[src/hw/rtl/kmd_pkg.sv]
// Package for the k-way merge with duplicate-key removal.
// Holds the word types, controller states and the command/status bundles.
// No dependencies.
package kmd_pkg;

    localparam int KEY_W   = 64;
    localparam int STAMP_W = 32;
    localparam int RUN_W   = 3;
    localparam int RUNS_W  = 4;
    localparam int MAX_RUNS = 8;

    localparam logic [RUNS_W-1:0] RUNS_RESET = 4'd8;

    // Item operation codes
    localparam logic OP_NEXT    = 1'b0;
    localparam logic OP_EXHAUST = 1'b1;

    typedef struct packed {
        logic                      operation;
        logic [RUN_W-1:0]          run_index;
        logic signed [KEY_W-1:0]   record_key;
        logic [STAMP_W-1:0]        record_stamp;
    } t_item;

    typedef struct packed {
        logic                      emit_valid;
        logic signed [KEY_W-1:0]   out_key;
        logic [STAMP_W-1:0]        out_stamp;
        logic [RUN_W-1:0]          refill_run;
        logic                      priming;
        logic                      merge_done;
        logic                      run_error;
    } t_result;

    typedef enum logic [1:0] {
        S_IDLE,
        S_SCAN,
        S_FINISH
    } t_state;

    // Controller to datapath
    typedef struct packed {
        logic accept;
        logic scan;
        logic finish;
    } t_cmd;

    // Datapath to controller
    typedef struct packed {
        logic need_scan;
        logic scan_last;
    } t_status;

endpackage

[src/hw/rtl/kmd_ctrl.sv]
// Controller state machine for the merge: idle, head scan, finish.
// Depends on kmd_pkg.
module kmd_ctrl
    import kmd_pkg::*;
(
    input  logic    i_clk,
    input  logic    i_rst_n,
    input  logic    start,
    input  t_status i_status,
    output t_cmd    o_cmd,
    output logic    busy
);

    t_state r_state;
    t_state n_state;

    // Hold state
    always_ff @(posedge i_clk) begin
        if (!i_rst_n) begin
            r_state <= S_IDLE;
        end else begin
            r_state <= n_state;
        end
    end

    // Next state
    always_comb begin
        n_state = r_state;
        unique case (r_state)
            S_IDLE: begin
                if (start && i_status.need_scan) begin
                    n_state = S_SCAN;
                end
            end
            S_SCAN: begin
                if (i_status.scan_last) begin
                    n_state = S_FINISH;
                end
            end
            S_FINISH: begin
                n_state = S_IDLE;
            end
            default: begin
                n_state = S_IDLE;
            end
        endcase
    end

    // Commands
    always_comb begin
        o_cmd = '0;
        busy  = 1'b1;
        unique case (r_state)
            S_IDLE: begin
                o_cmd.accept = start;
                busy         = 1'b0;
            end
            S_SCAN: begin
                o_cmd.scan = 1'b1;
            end
            S_FINISH: begin
                o_cmd.finish = 1'b1;
            end
            default: begin
                busy = 1'b1;
            end
        endcase
    end

endmodule

[src/hw/rtl/kmd_datapath.sv]
// Datapath for the merge: run heads, run count register, scan comparator,
// duplicate-key filter and result register. Depends on kmd_pkg.
module kmd_datapath
    import kmd_pkg::*;
#(
    parameter int NUM_RUNS = 8
) (
    input  logic              i_clk,
    input  logic              i_rst_n,
    input  logic              i_cfg_we,
    input  logic [RUNS_W-1:0] i_cfg_data,
    input  t_item             i_item,
    input  t_cmd              i_cmd,
    output t_status           o_status,
    output logic              o_strobe,
    output t_result           o_result
);

    localparam int HEADS = (NUM_RUNS < MAX_RUNS) ? NUM_RUNS : MAX_RUNS;
    localparam int IDX_W = $clog2(HEADS);
    localparam logic [RUNS_W-1:0] CAP = RUNS_W'(HEADS);

    // Run heads and merge state
    logic signed [KEY_W-1:0] r_head_key   [HEADS];
    logic [STAMP_W-1:0]      r_head_stamp [HEADS];
    logic [HEADS-1:0]        r_head_full;
    logic [RUNS_W-1:0]       r_runs;
    logic [RUNS_W-1:0]       r_primed;
    logic [RUN_W-1:0]        r_awaited;
    logic signed [KEY_W-1:0] r_last_key;
    logic                    r_last_set;

    // Scan state
    logic [RUN_W-1:0]        r_scan;
    logic                    r_found;
    logic [RUN_W-1:0]        r_best;
    logic signed [KEY_W-1:0] r_best_key;
    logic [STAMP_W-1:0]      r_best_stamp;

    logic                    r_strobe;
    t_result                 r_result;
    logic                    n_strobe;
    t_result                 n_result;

    logic [RUNS_W-1:0]       eff_runs;
    logic                    was_priming;
    logic                    run_match;
    logic [RUNS_W-1:0]       primed_inc;
    logic                    prime_more;
    logic                    aw_ok;
    logic [IDX_W-1:0]        aw_idx;
    logic [IDX_W-1:0]        scan_idx;
    logic [IDX_W-1:0]        best_idx;
    logic signed [KEY_W-1:0] scan_key;
    logic [STAMP_W-1:0]      scan_stamp;
    logic                    sorts_first;
    logic                    take;
    logic                    dup;

    // Clamp the run count to 1..CAP
    always_comb begin
        if (r_runs == '0) begin
            eff_runs = RUNS_W'(1);
        end else if (r_runs > CAP) begin
            eff_runs = CAP;
        end else begin
            eff_runs = r_runs;
        end
    end

    // Decode the offered word
    assign was_priming = r_primed < eff_runs;
    assign run_match   = i_item.run_index == r_awaited;
    assign primed_inc  = r_primed + RUNS_W'(1);
    assign prime_more  = primed_inc < eff_runs;
    assign aw_ok       = {1'b0, r_awaited} < CAP;
    assign aw_idx      = r_awaited[IDX_W-1:0];

    // Compare the scanned head against the best so far
    assign scan_idx    = r_scan[IDX_W-1:0];
    assign scan_key    = r_head_key[scan_idx];
    assign scan_stamp  = r_head_stamp[scan_idx];
    assign sorts_first = (scan_key < r_best_key) ||
                         ((scan_key == r_best_key) && (scan_stamp > r_best_stamp));
    assign take        = r_head_full[scan_idx] && (!r_found || sorts_first);
    assign best_idx    = r_best[IDX_W-1:0];
    assign dup         = r_last_set && (r_last_key == r_best_key);

    assign o_status.need_scan = run_match && (!was_priming || !prime_more);
    assign o_status.scan_last = {1'b0, r_scan} == (eff_runs - RUNS_W'(1));

    // Build the next result word
    always_comb begin
        n_strobe = 1'b0;
        n_result = '0;
        if (!i_cfg_we) begin
            if (i_cmd.accept) begin
                if (!run_match) begin
                    n_strobe            = 1'b1;
                    n_result.refill_run = r_awaited;
                    n_result.priming    = was_priming;
                    n_result.run_error  = 1'b1;
                end else if (was_priming && prime_more) begin
                    n_strobe            = 1'b1;
                    n_result.refill_run = primed_inc[RUN_W-1:0];
                    n_result.priming    = 1'b1;
                end
            end else if (i_cmd.finish) begin
                n_strobe = 1'b1;
                if (!r_found) begin
                    n_result.priming    = 1'b1;
                    n_result.merge_done = 1'b1;
                end else begin
                    n_result.refill_run = r_best;
                    if (!dup) begin
                        n_result.emit_valid = 1'b1;
                        n_result.out_key    = r_best_key;
                        n_result.out_stamp  = r_best_stamp;
                    end
                end
            end
        end
    end

    // Control registers
    always_ff @(posedge i_clk) begin
        if (!i_rst_n) begin
            r_runs      <= RUNS_RESET;
            r_head_full <= '0;
            r_primed    <= '0;
            r_awaited   <= '0;
            r_last_set  <= 1'b0;
            r_scan      <= '0;
            r_found     <= 1'b0;
            r_best      <= '0;
            r_strobe    <= 1'b0;
        end else begin
            r_strobe <= n_strobe;
            if (i_cfg_we) begin
                // A new run count restarts the merge
                r_runs      <= i_cfg_data;
                r_head_full <= '0;
                r_primed    <= '0;
                r_awaited   <= '0;
                r_last_set  <= 1'b0;
            end else if (i_cmd.accept) begin
                r_scan  <= '0;
                r_found <= 1'b0;
                if (run_match) begin
                    if (aw_ok) begin
                        r_head_full[aw_idx] <= (i_item.operation == OP_NEXT);
                    end
                    if (was_priming) begin
                        r_primed <= primed_inc;
                        if (prime_more) begin
                            r_awaited <= primed_inc[RUN_W-1:0];
                        end
                    end
                end
            end else if (i_cmd.scan) begin
                r_scan <= r_scan + RUN_W'(1);
                if (take) begin
                    r_found <= 1'b1;
                    r_best  <= r_scan;
                end
            end else if (i_cmd.finish) begin
                if (!r_found) begin
                    // Every run exhausted: back to priming
                    r_head_full <= '0;
                    r_primed    <= '0;
                    r_awaited   <= '0;
                    r_last_set  <= 1'b0;
                end else begin
                    r_head_full[best_idx] <= 1'b0;
                    r_awaited             <= r_best;
                    if (!dup) begin
                        r_last_set <= 1'b1;
                    end
                end
            end
        end
    end

    // Payload registers
    always_ff @(posedge i_clk) begin
        if (i_cmd.accept && !i_cfg_we) begin
            if (run_match && aw_ok && (i_item.operation == OP_NEXT)) begin
                r_head_key[aw_idx]   <= i_item.record_key;
                r_head_stamp[aw_idx] <= i_item.record_stamp;
            end
        end else if (i_cmd.scan && take) begin
            r_best_key   <= scan_key;
            r_best_stamp <= scan_stamp;
        end else if (i_cmd.finish && r_found && !dup) begin
            r_last_key <= r_best_key;
        end
        if (n_strobe) begin
            r_result <= n_result;
        end
    end

    assign o_strobe = r_strobe;
    assign o_result = r_result;

endmodule

[src/hw/rtl/kway_merge_dedup.sv]
// Top level of the k-way merge with duplicate-key removal.
// Depends on kmd_pkg, kmd_ctrl and kmd_datapath.
//
// Usage:
//   Input words (i_item) are taken at a clock edge with start high and busy
//   low. Each accepted word gives one result word on o_result, shown for one
//   cycle with o_strobe high; the receiver cannot stall it.
//   i_cfg_we/i_cfg_data write the run count (1..8); a write restarts the merge.
//   Latency and throughput:
//     priming words and words from the wrong run: result one cycle after
//     accept, the next word may be taken right then (1 cycle per word).
//     merge words: the single head comparator visits the heads of all runs
//     in use, one per cycle, then the finish state builds the result word,
//     which is registered as the block returns to idle; no word is taken
//     during the scan, and busy drops in the cycle the result is shown.
//   refill_run in each result names the run whose word is taken next.
//   Reset sets the run count to 8, clears all heads and starts priming at
//   run 0; no result is pending after reset.
module kway_merge_dedup
    import kmd_pkg::*;
#(
    parameter int NUM_RUNS = 8
) (
    input  logic              i_clk,
    input  logic              i_rst_n,
    input  logic              start,
    output logic              busy,
    input  t_item             i_item,
    input  logic              i_cfg_we,
    input  logic [RUNS_W-1:0] i_cfg_data,
    output logic              o_strobe,
    output t_result           o_result
);

    t_cmd    cmd;
    t_status status;

    kmd_ctrl u_ctrl (
        .i_clk    (i_clk),
        .i_rst_n  (i_rst_n),
        .start    (start),
        .i_status (status),
        .o_cmd    (cmd),
        .busy     (busy)
    );

    kmd_datapath #(
        .NUM_RUNS (NUM_RUNS)
    ) u_datapath (
        .i_clk      (i_clk),
        .i_rst_n    (i_rst_n),
        .i_cfg_we   (i_cfg_we),
        .i_cfg_data (i_cfg_data),
        .i_item     (i_item),
        .i_cmd      (cmd),
        .o_status   (status),
        .o_strobe   (o_strobe),
        .o_result   (o_result)
    );

    // Results are shown only while the block is idle
    a_strobe_idle: assert property (@(posedge i_clk) disable iff (!i_rst_n)
        o_strobe |-> !busy)
        else $error("result word shown while busy");

    // End of a merge step always delivers its result
    a_finish_strobe: assert property (@(posedge i_clk) disable iff (!i_rst_n)
        $past(i_rst_n) && $fell(busy) |-> o_strobe)
        else $error("merge step ended without a result word");

    // An emitted record never coincides with priming, done or a run error
    a_emit_clean: assert property (@(posedge i_clk) disable iff (!i_rst_n)
        o_strobe && o_result.emit_valid |->
            !o_result.priming && !o_result.merge_done && !o_result.run_error)
        else $error("emitted record with priming, done or error flag");

endmodule

[config.mk]
export PLATFORM = sky130hd
export DESIGN_NAME = kway_merge_dedup
export DESIGN_NICKNAME = d
export VERILOG_FILES = /design/src/hw/rtl/kmd_pkg.sv /design/src/hw/rtl/kmd_ctrl.sv /design/src/hw/rtl/kmd_datapath.sv /design/src/hw/rtl/kway_merge_dedup.sv
export SDC_FILE = /design/constraint.sdc
export NUM_CORES = 1
export LEC_CHECK = 0
export ABC_CLOCK_PERIOD_IN_PS = 13430
export BUFFER_PORTS_ARGS = -buffer_cell sky130_fd_sc_hd__buf_4
export CORE_MARGIN = 10
export CORE_UTILIZATION = 55
export CTS_CLUSTER_DIAMETER = 120
export DETAILED_ROUTE_END_ITERATION = 10
export GPL_ROUTABILITY_DRIVEN = 1
export PLACE_DENSITY = 0.8
export SYNTH_ARGS = -nofsm -noshare
export SYNTH_HDL_FRONTEND = slang
export SYNTH_HIERARCHICAL = 1
export SYNTH_SLANG_ARGS = --single-unit
export TNS_END_PERCENT = 30
[constraint.sdc]
create_clock -name i_clk -period 13.43 [get_ports i_clk]
set_clock_uncertainty 0.05 [all_clocks]
set_input_delay 1.343 -clock i_clk [delete_from_list [all_inputs] [get_ports i_clk]]
set_output_delay 1.343 -clock i_clk [all_outputs]
set_load 0.005 [all_outputs]
==> impl_results.md, run 1 <==
- Mapped Avg Cell Area: 19.3 um^2
- Syn Inst Count: 2212
- Post-synth net total: 2425
- Sink Count: between 1000 and 1500
- Most common cell in the synthesized netlist: edfxtp_1
- Routability Congestion: roughly 0.90
- Die Ht: just under 300 um
- Multi-input logic area: just over 10000 um^2
- Number of global-route vias before repair: approximately 23000
- Drt first pass iters: 6
- Drt via density: 6.16
- Share of layout cells above drive strength 1: 28.3%
- Crit path max fanout: between 50 and 60
- Synth top area share: 72.6%
- Core area: approximately 77000 um^2
- Clock transition at path regs: roughly 0.060 ns
- Fin crit share: 53.8%
- Fmax: 138 MHz
- DR top layer: met5
- Global-route wire length before repair: about 150000 um
- Unrepaired setup endpoints after global routing: false
- Relative max-transition margin: about 16%
- CP Data Required Time: 13.68 ns
- Final HPWL DP: 62500 um
- Sequential-to-total area share from yosys stat: about three quarters
- Fin. Hold Viols: 0
- Initial core utilization: 55.2%
- Peak VDD IR: 0.000107 V
- Post-CTS setup buffers: 0
- 1st-iter DRT viols: about 2400
- Synth cell count leaders: 1031 x edfxtp_1, 194 x mux4_2, 107 x inv_1
- Setup violators final: 0
- Flops & latches, synth: between 1000 and 1500
- Fill cell count: ~5000
- Placed Area: approximately 45000 um^2
- Worst-margin pin slew: 1.25 ns
- Largest area contributor in the netlist: edfxtp_1
- # hold bufs at CTS: 0
- Post-synth ARST share: 0%
- Cell Rows: 102
- CTS resizes: 0
- CP Class: flop to flop
- # H-tree levels: 3
- Pwr Density: roughly 140 nW/um^2
- Maxcap violations: 0
- Count of pins over their slew limit: 0
- FF+latch area: about 32000 um^2
- Worst-skew pair later-pin latency: roughly 0.7 ns
- Final #Nets: between 2000 and 3000
- DRC: 0
- Drt wl/cell: 28.0 um
- Count of flip-flops with a built-in enable after synthesis: a little over 1000
- CTS tree: built
- Bufs on Longest Clock Path: 3
- Vias: between 20000 and 25000
- Syn Std Cell Area: about 43000 um^2
- Port bufs: between 200 and 250
- Largest net degree at the start of global routing: between 80 and 90
- Met3 Routed Length: ~10000 um
- Status: finished, final reports clean
- ANT nets after route: 0
- Critical Path AT: roughly 7.5 ns
- Die X: 298 um
- Full die area: slightly below 90000 um^2
- Total track usage: between 20% and 30%
- Worst min path class: flop to flop
- Initial antenna violation count: 12
- CP Launch Type: flop
- Final setup TNS: 0 ns
- Yosys cell types: 69
- Lkg Pwr: ~16 nW
- Top-Level Pins: roughly 210
- Synth area leaders: edfxtp_1 73%, mux4_2 10%, ha_1 3.1%
- Final Cell Area: 49000 um^2
- Fin crit period: roughly 7.2 ns
- Warnings from Yosys: 6
- WL met2: 48600 um
- Setup crit end kind: flop
- CTS buffer count: between 100 and 150
- Root buf cell: clkbuf_16
- Area Growth Syn to Fin: 15.0%
- Ys flop type: edfxtp_1
- Routed wire length: 100000 um
- Met1 WL: just under 40000 um
- Global route overflow: 0
metal layers:
layer | up-vias | global-route usage (%)
met5 | - | 0
met1 | 11400 | 29.6
li1 | 9482 | -
met3 | 166 | 6.41
met2 | 1067 | 35.3
met4 | 10 | 8.19
registers in the layout, summed over array words and instances (netlist names), named ones only:
signal and count:
u_datapath/r_scan 3, u_datapath/r_last_key 64, u_datapath/r_found 1, u_datapath/o_result 103, u_datapath/r_head_full 8, u_datapath/r_primed 4
u_datapath/r_head_stamp 256, u_datapath/r_last_set 1, u_datapath/r_best_stamp 32, u_ctrl/r_state 2, u_datapath/aw_idx 3, u_datapath/r_runs 4
u_datapath/best_idx 3, u_datapath/r_head_key 512, u_datapath/o_strobe 1, u_datapath/r_best_key 64
cells in the final DEF, fill, tap and decap left out, types with 7 or more instances in the layout:
cell          n
xnor2_1      25
nor2_4        7
bufinv_16    16
o21a_1        7
mux2i_1      10
nand2_1      54
a221oi_1      7
nand4_1      22
a21oi_1      53
buf_4       247
nor2b_1       9
nor3_1       13
mux4_2      194
nand2b_1      9
nor2_1       25
xor2_1       30
mux2_2       95
o21ai_0      37
edfxtp_1   1031
clkbuf_1     23
dfxtp_1      30
nand3_1      13
a21o_1       12
clkinv_2     19
ha_1        105
clkinv_1     15
nor4_1      104
clkbuf_16   105
inv_1       107
through the flow:
step / worst slack [ns] / hold WS (ns) / utilization [%] / cells / power, mW
finish: 6.20 / 0.397 / 63.5 / 3590 / 6.75
global route: 5.74 / 0.418 / 63.5 / 3590 / 6.96
global placement: 6.32 / 0.377 / 58.9 / 3394 / 3.84
CTS: 6.16 / 0.400 / 63.5 / 3585 / 6.80
detailed placement: 6.20 / 0.385 / 58.9 / 3394 / 3.85
floorplan: 2.01 / 0.376 / - / 2212 / 3.77
path summary, 6_finish.rpt:
path | end | slack (ns) | cells after the start | start
worst max register to register | u_datapath/r_best_key[23] | 6.20 | 14 | flop
worst min-delay path | u_datapath/r_last_key[31] | 0.40 | 0 | u_datapath/r_best_key[31]
worst min register to register | u_datapath/r_last_key[31] | 0.40 | 0 | u_datapath/r_best_key[31]
worst max-delay path | u_datapath/r_best_key[23] | 6.20 | 14 | flop
report_power, final:
group          leakage [nW]  total (mW)  internal, mW  switching, mW
sequential             9.61        3.65          3.64        0.00645
combinational          4.89       0.127        0.0518         0.0754
clock                  1.71        2.98          1.75           1.22
total                  16.2        6.75          5.45           1.31
critical path, cell delays in order (launching register included):
cell and delay (ns):
dfxtp_4 0.73, buf_4 0.68, buf_4 0.84, mux4_2 0.61
mux2_2 0.33, ha_1 0.33, nand4_1 0.15, nor4_1 0.53
o21ai_0 0.25, a31o_1 0.28, o211ai_1 0.11, nor3_1 0.07
o21ai_0 0.30, and3_4 0.78, buf_4 0.68
logic make-up (layout without fill, tap and decap cells):
logic type,count (synthesis),in the layout,synth area share [%]
mux,299,299,13.0
other cells,0,5,0
buf+inv,214,547,1.95
flops,1064,1064,74.2
simple gates,303,303,4.06
compound gates,172,172,2.62
fa+ha+maj,105,105,3.08
xor+xnor,55,55,1.13
final cells by class:
type | count | share of cell area, %
Antenna cell | 5 | 0.0255
Clock buffer | 128 | 5.54
Clock inverter | 63 | 1.66
Inverter | 109 | 0.835
Multi-Input combinational cell | 934 | 21.0
Sequential cell | 1064 | 64.5
Tap cell | 1040 | 2.65
Timing Repair Buffer | 247 | 3.78
No activity file was read; power rests on OpenSTA's default activity.
==> run 2: changes to the inputs <==
--- a/config.mk
+++ b/config.mk
@@ -5,14 +5,14 @@
 export SDC_FILE = /design/constraint.sdc
 export NUM_CORES = 1
 export LEC_CHECK = 0
-export ABC_CLOCK_PERIOD_IN_PS = 13430
+export ABC_CLOCK_PERIOD_IN_PS = 7100
 export BUFFER_PORTS_ARGS = -buffer_cell sky130_fd_sc_hd__buf_4
 export CORE_MARGIN = 10
-export CORE_UTILIZATION = 55
+export CORE_UTILIZATION = 56
 export CTS_CLUSTER_DIAMETER = 120
 export DETAILED_ROUTE_END_ITERATION = 10
 export GPL_ROUTABILITY_DRIVEN = 1
-export PLACE_DENSITY = 0.8
+export PLACE_DENSITY = 0.78
 export SYNTH_ARGS = -nofsm -noshare
 export SYNTH_HDL_FRONTEND = slang
 export SYNTH_HIERARCHICAL = 1
==> constraint.sdc (replaced) <==
create_clock -name i_clk -period 7.1 [get_ports i_clk]
set_clock_uncertainty 0.05 [all_clocks]
set_input_delay 0.71 -clock i_clk [delete_from_list [all_inputs] [get_ports i_clk]]
set_output_delay 0.71 -clock i_clk [all_outputs]
set_load 0.005 [all_outputs]
==> impl_results.md, run 2 (synthesized netlist as in run 1, its figures left out) <==
- Status: finished, final reports clean
- Core area: approximately 76000 um^2
- Full die area: about 88000 um^2
- 1st-iter DRT viols: about 2200
- CTS resizes: 0
- Sink Count: between 1000 and 1500
- Initial antenna violation count: 13
- Fill cell count: between 4000 and 5000
- Relative max-transition margin: about 24%
- Crit path max fanout: 64
- Port bufs: about 210
- CP Data Required Time: between 7 and 8 ns
- CP Launch Type: flop
- Clock transition at path regs: around 0.060 ns
- CTS buffer count: 102
- Largest net degree at the start of global routing: between 100 and 150
- Global-route wire length before repair: approximately 150000 um
- Fin crit share: approximately 78%
- Maxcap violations: 0
- Cell Rows: 101
- Routed wire length: 100000 um
- Area Growth Syn to Fin: 14.9%
- Die X: a little under 300 um
- Critical Path AT: 5.81 ns
- Worst-skew pair later-pin latency: roughly 0.66 ns
- Bufs on Longest Clock Path: 3
- Final setup TNS: 0 ns
- Setup violators final: 0
- R2R setup slack: approximately 1.6 ns
- Drt first pass iters: 6
- # hold bufs at CTS: 0
- Peak VDD IR: 0.000183 V
- Commonest non-fill, non-tap cell in the layout: edfxtp_1
- Vias: roughly 22000
- Final #Nets: between 2000 and 3000
- DP Cell Count: between 3000 and 4000
- CTS tree: built
- Max reg flops: just over 500
- Commonest cells after routing, fill and taps aside: 1031 x edfxtp_1, 226 x buf_4, 194 x mux4_2
- Total track usage: between 20 and 25%
- Drt via density: around 6.3
- Global route overflow: 0
- Initial core utilization: a little under three fifths
- Die Ht: a little under 300 um
- Fmax: 180 MHz
- Fin crit period: ~5.5 ns
- # H-tree levels: 3
- Routability Congestion: 0.897
- Unrepaired setup endpoints after global routing: false
- DRC: 0
- Worst-margin pin slew: between 1 and 1.5 ns
- Top-Level Pins: about 210
- Final HPWL DP: 61800 um
- Count of pins over their slew limit: 0
- ANT nets after route: 0
- Worst min path class: input port to flop
- Largest reg by FF count: u_datapath/r_head_key
- Post-CTS setup buffers: 0
- Total power: between 10 and 15 mW
- CP Class: flop to flop
- Pwr Density: between 200 and 300 nW/um^2
- Number of global-route vias before repair: 22800
- Drt wl/cell: 28.4 um
- Hold_ws: 0.224 ns
- Fin. Hold Viols: 0
- Lkg Pwr: about 16 nW
- Share of layout cells above drive strength 1: between 20% and 30%
- Setup crit end kind: flop
- Root buf cell: clkbuf_16
- Placed Area: between 40000 and 50000 um^2
- Post-Layout Cell Count: roughly 3500
- Final Cell Area: 49000 um^2
## run 2: layout make-up
class / count / area [um^2] / share of cell area, %
flip-flops and latches: 1064 / 31600 / 64.6
diodes: 6 / 15.0 / 0.0307
clock buffers: 126 / 2710 / 5.52
inverters: 109 / 409 / 0.835
multi-input cells: 934 / 10300 / 21.0
clock inverters: 60 / 589 / 1.20
well taps: 978 / 1220 / 2.50
repair buffers: 247 / 2120 / 4.32
## run 2: power breakdown
group	total, mW	internal (mW)	leakage (nW)	switching, mW
registers	6.90	6.89	9.61	0.0107
clock network	5.35	3.10	1.61	2.25
logic	0.242	0.0993	4.95	0.142
## run 2: per-layer routing
layer  vias up  routed length (um)  GRT usage, %  part of all wire (%)
met1     11500               39500          30.6                    39
met5         -                  48             0                 0.048
met3       159                8870          5.66                   8.9
met2      1045               48900          37.1                    49
li1       9475                   -             -                     -
met4         8                2700          7.06                   2.7
## run 2: metrics by stage
step	setup slack (ns)	util (%)
detailed placement	1.48	60.3
finish	1.56	64.7
CTS	1.46	64.7
global route	1.19	64.7
global placement	1.56	60.3
floorplan	0.503	-
## run 2: worst paths after layout
check | from | end | cells past startpoint
min | i_item[22] | u_datapath/r_head_stamp[3][22] | 1
max reg2reg | flop | u_datapath/r_last_key[39] | 13
max | flop | u_datapath/r_last_key[39] | 13
min reg2reg | u_datapath/r_best_key[45] | u_datapath/r_last_key[45] | 0
## run 2: worst max-delay path: stages (launching register included)
cell	delay, ns
dfxtp_4	0.69
buf_12	0.44
mux4_2	0.57
mux2_2	0.32
ha_1	0.33
nand4_1	0.18
nor4bb_1	0.67
nand2_1	0.33
o211ai_1	0.26
o21ai_0	0.13
nand2b_1	0.14
o21ai_0	0.17
a2111oi_4	0.44
buf_12	0.38
